File: config.mk
export PLATFORM = sky130hd
export DESIGN_NAME = smx_divsqrt
export DESIGN_NICKNAME = d
export VERILOG_FILES = /design/src/sv/smx_pkg.sv /design/src/sv/smx_divsqrt.sv
export SDC_FILE = /design/constraint.sdc
export NUM_CORES = 1
export LEC_CHECK = 0
export ABC_AREA = 0
export BUFFER_PORTS_ARGS = -buffer_cell sky130_fd_sc_hd__buf_2
export CAP_MARGIN = 5
export CORE_MARGIN = 3
export CORE_UTILIZATION = 40
export DETAILED_ROUTE_END_ITERATION = 10
export PLACE_DENSITY_LB_ADDON = 0.08
export SYNTH_ARGS = -nofsm -noshare
export SYNTH_HDL_FRONTEND = slang
export SYNTH_SLANG_ARGS = --single-unit
File: constraint.sdc
create_clock -name clk -period 6.75 [get_ports clk]
set_input_delay 0.675 -clock clk [delete_from_list [all_inputs] [get_ports clk]]
set_output_delay 0.675 -clock clk [all_outputs]
set_load 0.05 [all_outputs]
File: src/sv/smx_pkg.sv
// Shared types and constants for the stack machine execute block.
// No dependencies; imported by smx_divsqrt and stack_machine_execute_top.
package smx_pkg;

  localparam int STACK_DEPTH_D = 64;
  localparam int CALL_DEPTH_D  = 32;
  localparam int NUM_REGS_D    = 8;
  localparam int MEM_WORDS_D   = 1024;

  typedef enum logic [4:0] {
    OP_HLT   = 5'd0,  OP_PUSH  = 5'd1,  OP_ADD   = 5'd2,  OP_SUB   = 5'd3,
    OP_MUL   = 5'd4,  OP_DIV   = 5'd5,  OP_SQRT  = 5'd6,  OP_IN    = 5'd7,
    OP_OUT   = 5'd8,  OP_JMP   = 5'd9,  OP_JB    = 5'd10, OP_JBE   = 5'd11,
    OP_JA    = 5'd12, OP_JAE   = 5'd13, OP_JE    = 5'd14, OP_JNE   = 5'd15,
    OP_CALL  = 5'd16, OP_RET   = 5'd17, OP_PUSHR = 5'd18, OP_POPR  = 5'd19,
    OP_PUSHM = 5'd20, OP_POPM  = 5'd21, OP_DRAW  = 5'd22
  } op_t;

  typedef enum logic [3:0] {
    ST_OK       = 4'd0,  ST_HALTED  = 4'd1,  ST_FINISHED = 4'd2,
    ST_STK_OVF  = 4'd3,  ST_STK_UNF = 4'd4,  ST_CALL_OVF = 4'd5,
    ST_CALL_UNF = 4'd6,  ST_BAD_REG = 4'd7,  ST_BAD_ADDR = 4'd8,
    ST_DIV_ZERO = 4'd9,  ST_NEG_SQRT = 4'd10, ST_BAD_OP  = 4'd11
  } status_t;

  typedef enum logic [2:0] {
    S_IDLE, S_RD, S_EX, S_IT, S_OUT
  } state_t;

  typedef struct packed {
    logic start;
    logic is_sqrt;
  } du_req_t;

endpackage

File: src/sv/smx_divsqrt.sv
// Iterative signed divider and integer square root, one bit of quotient
// or one root digit per cycle. Depends on smx_pkg.
module smx_divsqrt (
  input  logic            clk,
  input  logic            rst_n,
  input  smx_pkg::du_req_t req,
  input  logic [31:0]     opa,
  input  logic [31:0]     opb,
  output logic            done,
  output logic [31:0]     res
);
  import smx_pkg::*;

  logic        busy_r, done_r, neg_r, sq_r;
  logic [5:0]  cnt_r;
  logic [33:0] rem_r;
  logic [31:0] src_r, root_r, dvs_r;
  logic [32:0] dt;
  logic [33:0] st, trial;
  logic        ge;

  always_comb begin
    dt    = {rem_r[31:0], src_r[31]};
    st    = {rem_r[31:0], src_r[31:30]};
    trial = {root_r, 2'b01};
    ge    = sq_r ? (st >= trial) : (dt >= {1'b0, dvs_r});
  end

  always_ff @(posedge clk) begin
    if (!rst_n) begin
      busy_r <= 1'b0;
      done_r <= 1'b0;
      cnt_r  <= '0;
    end else begin
      done_r <= 1'b0;
      if (req.start) begin
        busy_r <= 1'b1;
        cnt_r  <= req.is_sqrt ? 6'd16 : 6'd32;
      end else if (busy_r) begin
        cnt_r <= cnt_r - 6'd1;
        if (cnt_r == 6'd1) begin
          busy_r <= 1'b0;
          done_r <= 1'b1;
        end
      end
    end
  end

  always_ff @(posedge clk) begin
    if (req.start) begin
      sq_r   <= req.is_sqrt;
      neg_r  <= opa[31] ^ opb[31];
      src_r  <= (req.is_sqrt || !opa[31]) ? opa : (32'd0 - opa);
      dvs_r  <= opb[31] ? (32'd0 - opb) : opb;
      rem_r  <= '0;
      root_r <= '0;
    end else if (busy_r) begin
      if (sq_r) begin
        src_r  <= {src_r[29:0], 2'b00};
        rem_r  <= ge ? (st - trial) : st;
        root_r <= {root_r[30:0], ge};
      end else begin
        src_r  <= {src_r[30:0], 1'b0};
        rem_r  <= {1'b0, ge ? (dt - {1'b0, dvs_r}) : dt};
        root_r <= {root_r[30:0], ge};
      end
    end
  end

  assign done = done_r;
  assign res  = (!sq_r && neg_r) ? (32'd0 - root_r) : root_r;

endmodule
# Yosys cells after proc, flatten, opt, wreduce, memory -nomap -nowiden
# Cells that the tools add are included.
[op_classes]
add_sub_neg = 6
order_cmp = 2
eq_ne = 1
mux = 17
n_bitwise = 3
n_reduce_logical = 6
[op_table]
columns = ["op", "n"]
rows = [
  ["2-to-1 mux 32 bit", 8],
  ["subtractor 1 x 32 -> 32 bit (first input constant)", 3],
  ["subtractor 32 bit", 2],
  [">= comparator 34 bit", 1],
  [">= comparator 33 x 32 -> 1 bit", 1],
  ["2-to-1 mux 31 bit", 1],
  ["2-to-1 mux 6 bit", 3],
  ["equality test 6 x 1 -> 1 bit (second input constant)", 1],
  ["subtractor 6 x 1 -> 6 bit (second input constant)", 1],
  ["2-to-1 mux 1 bit", 5],
  ["OR reduction 3 bit", 1],
  ["zero test 1 bit", 2],
  ["inverter 1 bit", 2],
  ["nonzero test 2 bit", 1],
  ["logical AND 1 bit", 1],
  ["logical OR 1 bit", 1],
  ["bitwise XOR 1 bit", 1],
]
[word_totals]
regBits = 138
inputBits = 68
output_inout_bits = 33
word_cells = 45

# Longest topological paths before layout
[depth]
depth_word = 4
depth_mapped = 16
depth_no_buf = 12

# Worst setup path after synthesis
# Ideal clock, no wire load.
[synth_timing]
path_type = "register -> output"
from = "register root_r[4]"
to = "output res[29]"
arrival_ns = 2.745
required_time_ns = 6.075
setup_slack_ns = 3.330
stages_incl_launch_ff = 10
path_buffers = 0
path_cell_list = "dfxtp_1 -> inv_1 -> nand4_1 -> nor2_1 -> nand2_1 -> nor4_1 -> nand2_1 -> o31ai_1 -> o21ai_0 -> xnor2_1"
[synth_between]
elab_chain_cells = 2
[synth_lines]
columns = ["item", "line_no", "text"]
rows = [
  ["from (decl)", "smx_divsqrt.sv:17", "logic [31:0] src_r, root_r, dvs_r;"],
  ["from (signal assigned)", "smx_divsqrt.sv:61", "root_r <= {root_r[30:0], ge};"],
  ["from (signal assigned)", "smx_divsqrt.sv:65", "root_r <= {root_r[30:0], ge};"],
  ["subtractor 1 x 32 -> 32 bit", "smx_divsqrt.sv:71", "assign res = (!sq_r && neg_r) ? (32'd0 - root_r) : root_r;"],
  ["2-to-1 mux 32 bit", "smx_divsqrt.sv:71", ""],
  ["to (decl)", "smx_divsqrt.sv:10", "output logic [31:0] res"],
]
# No other way between the ends.

# Worst setup path after layout
[layout_timing]
from = "register src_r[31]"
to = "register rem_r[26]"
[layout_between]
elab_chain_cells = 4
elab_cells_between_ends = 8
classes_between = "2 x add/sub; 2 x order compare; 4 x mux"
[layout_lines]
columns = ["item", "line_no", "text"]
rows = [
  ["from (decl)", "smx_divsqrt.sv:17", ""],
  ["from (signal assigned)", "smx_divsqrt.sv:53", "src_r <= (req.is_sqrt || !opa[31]) ? opa : (32'd0 - opa);"],
  ["from (signal assigned)", "smx_divsqrt.sv:59", "src_r <= {src_r[29:0], 2'b00};"],
  ["from (signal assigned)", "smx_divsqrt.sv:63", "src_r <= {src_r[30:0], 1'b0};"],
  [">= comparator 34 bit or >= comparator 33 x 32 -> 1 bit (tied branches)", "smx_divsqrt.sv:26", "ge = sq_r ? (st >= trial) : (dt >= {1'b0, dvs_r});"],
  ["2-to-1 mux 1 bit", "smx_divsqrt.sv:26", ""],
  ["2-to-1 mux 32 bit, on equally long branches", "smx_divsqrt.sv:64, smx_divsqrt.sv:60", ""],
  ["2-to-1 mux 32 bit *", "smx_divsqrt.sv:58", "if (sq_r) begin"],
  ["to (signal assigned)", "smx_divsqrt.sv:60", "rem_r <= ge ? (st - trial) : st;"],
  ["to (signal assigned)", "smx_divsqrt.sv:64", "rem_r <= {1'b0, ge ? (dt - {1'b0, dvs_r}) : dt};"],
  ["to (decl)", "smx_divsqrt.sv:16", "logic [33:0] rem_r;"],
]
# Every way passes the cells marked *; elsewhere a longest branch is shown, timed or not.
# A chain may end at the register's enable or synchronous reset.

==> impl_results.md <==
- CTS Sinks: 138
- Reg-to-reg setup timing slack: between 2000 and 2500 ps
- GR peak layer: met1
- Fin crit share: 0.649
- Synth Register Bits: about 140
- Global routing usage on met3: 0.0274
- Post CTS Setup Buffer Count: 0
- TritonCTS clock tree: done
- Synthesis-to-layout area growth: 11.7%
- Slowest CP cell: a22oi_2
- First-pass GRT wire length: ~51000 microns
- Core area: between 0.02 and 0.03 sq mm
- Critical path type: reg -> reg
- Min-Delay Path Class: in -> reg
- Die W: between 150 and 200 microns
- Hold path startpoint: req[0]
- Clock group share of total power: 0.263
- CP bufs+invs: 3
- Final #Nets: ~1600
- Non-Filler Instances: about 1800
- CP Cell Sequence: inv_1, ha_1, nor2b_1, o211ai_1, a31oi_1, a211oi_1, a2111o_1, a22oi_2, buf_4, inv_2, or3_1, o221ai_1
- CP delay by family, top: compound AO/OA/AOI/OAI gates
- Unrepaired setup endpoints after global routing: false
- Ys async rst share: 0
- Initial core utilization: 0.408
- Slew Limit Fails: 0
- Syn. warnings: 0
- Status: complete, no violations
- Reg-to-reg startpoint: src_r[31]
- Slew headroom: 0.392
- Avg Inst Size Synth: ~8.5 sq um
- Max Clk Rate: between 200 and 250 MHz
- Worst slack, placed: ~2400 ps
- DRT Wirelength: roughly 32000 microns
- Tmin final: 4380 ps
- Post-Synthesis Cells: 1389
- Crit start category: register
- Max-cap violations: 0
- Final instance area: ~0.013 sq mm
- Switching share of power: 0.401
- Num rows: 62
- Area of the die: around 0.032 sq mm
- Filler Cells Inserted: 2915
- WHS Path Cells: 1
- Placed cell areas: 0.0125 sq mm
- Met1 Use GR: 0.314
- Final worst slack: between 2000 and 2500 ps
- GRT Residual Overflow: 0
- Register area share after synthesis: 0.291
- Die extent in y: 178 microns
- Post-DR vias/cell: ~5.6
- Reg2reg end: rem_r[26]
- Final Hold Viols: 0
- WL/cell: between 15 and 20 microns
- LEAKAGE: between 0.005 and 0.006 uW
- TritonRoute pass-1 iters: 5
- Crit path max fanout: 47
- Seq pwr share: 0.289
- Reg clk slew, reported paths: 70 ps
- CP arrival: ~4700 ps
- Initial antenna violation count: 0
- Worst-Margin Slew: 910 ps
- CTS Buffer Depth: 2
- Worst hold endpoint: sq_r
- Final setup fails: 0
- Met2 Resource Use GR: 0.288
- Int Power: between 2000 and 2500 uW
- Max incr delay on CP: roughly 670 ps
- Total Power: roughly 3700 uW
- Setup TNS: 0 ps
- GPL Wtd Cong: 0.930
- Clk_skew: approximately 12 ps
- Maximum level of the CTS H-tree: 4
- Diode count: 0
- CP required: 7100 ps
- Worst r2r path cells: 12
- Via count: slightly above 10000
- Io pins: 101
- Most frequently used flop master after synthesis: dfxtp_1
- Root Buffer: clkbuf_16
- Iteration-0 DRC count of the detailed router: just over 800
- Fraction of layout cells with a size suffix above 1: 0.123
- CTS buffer count: 17
- Post-CTS sizing: 0
- Residual DRC: 0
- # hold bufs at CTS: 0
- Syn_nets: 1529
- Post-synth EDFFs: 66
- Cell area after synthesis: roughly 0.012 sq mm
- Post-synth cell types: 83
- Post-DP HPWL: 24100 microns
- DRT antenna net count: 0
- Comb pwr share: 0.448
- Critical path endpoint category: register
- Port bufs: 100
- Clock Latency Late Sink: between 400 and 500 ps
- VDD IR max: 0.135 mV
- GRT Overall Usage: 0.200
- Switch Pwr: ~1500 uW
- Pwr/cell area: 280 mW/mm^2
- Placed insts: between 1500 and 2000
- Pin count of the biggest net entering global routing: 67
- Number of global-route vias before repair: between 9000 and 10000
[state kept, by name, summed over array words and instances (netlist names)]
| name | count |
|---|---|
| busy_r | 1 |
| cnt_r | 6 |
| done | 1 |
| dvs_r | 32 |
| neg_r | 1 |
| rem_r | 32 |
| root_r | 32 |
| sq_r | 1 |
| src_r | 32 |
[Yosys cell counts (24+ instances only)]
cell type,number,area share
a21oi_1,97,0.041
inv_1,93,0.030
dfxtp_1,72,0.12
ha_1,71,0.075
clkbuf_1,47,0.015
a21o_1,24,0.015
xnor2_1,102,0.076
nor2_1,117,0.037
edfxtp_1,66,0.17
o21ai_0,73,0.031
xor2_1,39,0.029
mux2i_1,70,0.060
nand2_1,103,0.033
nor3_1,26,0.011
[final cells by class]
| cell class | count | area [sq um] | share of cell area |
|---|---|---|---|
| Clock inverter | 11 | 97.6 | 0.00742 |
| Tap cell | 384 | 480 | 0.0365 |
| Timing Repair Buffer | 110 | 578 | 0.0440 |
| Inverter | 97 | 364 | 0.0277 |
| Multi-Input combinational cell | 1081 | 7700 | 0.586 |
| Sequential cell | 138 | 3430 | 0.261 |
| Clock buffer | 21 | 503 | 0.0382 |
[cell families after synthesis]
kind of cell,count (synthesis),synth area share
XOR/XNOR,141,0.105
flip-flops,138,0.291
adder cells (fa/ha/maj),72,0.0772
multiplexers,86,0.0882
AND/OR/NAND/NOR,401,0.170
buffers and inverters,170,0.0557
AO/OA/AOI/OAI,381,0.214
[power by group through the flow]
stage	sequential, uW	clock, uW	combinational (uW)
final	1060	969	1650
after global routing	1070	1020	1820
after CTS	1060	987	1640
after detailed placement	1080	0	1630
after global placement	1080	0	1630
after floorplan	1030	0	1270
[cell usage in the layout, fill, tap and decap left out, types with 20 or more instances in the layout]
| master | count |
|---|---|
| xor2_1 | 39 |
| a21o_1 | 24 |
| ha_1 | 71 |
| a21oi_1 | 97 |
| inv_1 | 93 |
| nor3_1 | 26 |
| nor2b_1 | 20 |
| mux2i_1 | 70 |
| nor2_1 | 117 |
| dfxtp_1 | 71 |
| buf_2 | 99 |
| o31ai_1 | 22 |
| a211oi_1 | 22 |
| o21ai_0 | 73 |
| nand3_1 | 20 |
| edfxtp_1 | 66 |
| nand2_1 | 103 |
| xnor2_1 | 102 |
[per-stage QoR]
stage          hold WS (ps)  utilization
5_1_grt                 474        0.456
6_report                477        0.456
2_1_floorplan           456            -
3_5_place_dp            474        0.435
4_1_cts                 466        0.456
3_3_place_gp            466        0.435
[metal layers]
| metal | vias to the layer above | routed length, microns |
|---|---|---|
| li1 | 5238 | - |
| met1 | 4736 | 16800 |
| met2 | 227 | 13000 |
| met3 | 25 | 1430 |
| met4 | 0 | 404 |
| met5 | - | 0 |
[worst max path at each step]
stage                     depth (start not counted)  slack (ps)   endpoint  startpoint
after CTS                                        12        2420  rem_r[26]    dvs_r[1]
final                                            12        2370  rem_r[26]   src_r[31]
after global placement                           12        2490  rem_r[14]    dvs_r[1]
after floorplan                                   9        3330    res[29]   root_r[4]
after global routing                             12        1980  rem_r[26]   src_r[31]
after detailed placement                         12        2430  rem_r[26]    dvs_r[1]
(Power assumes the default switching activity.)
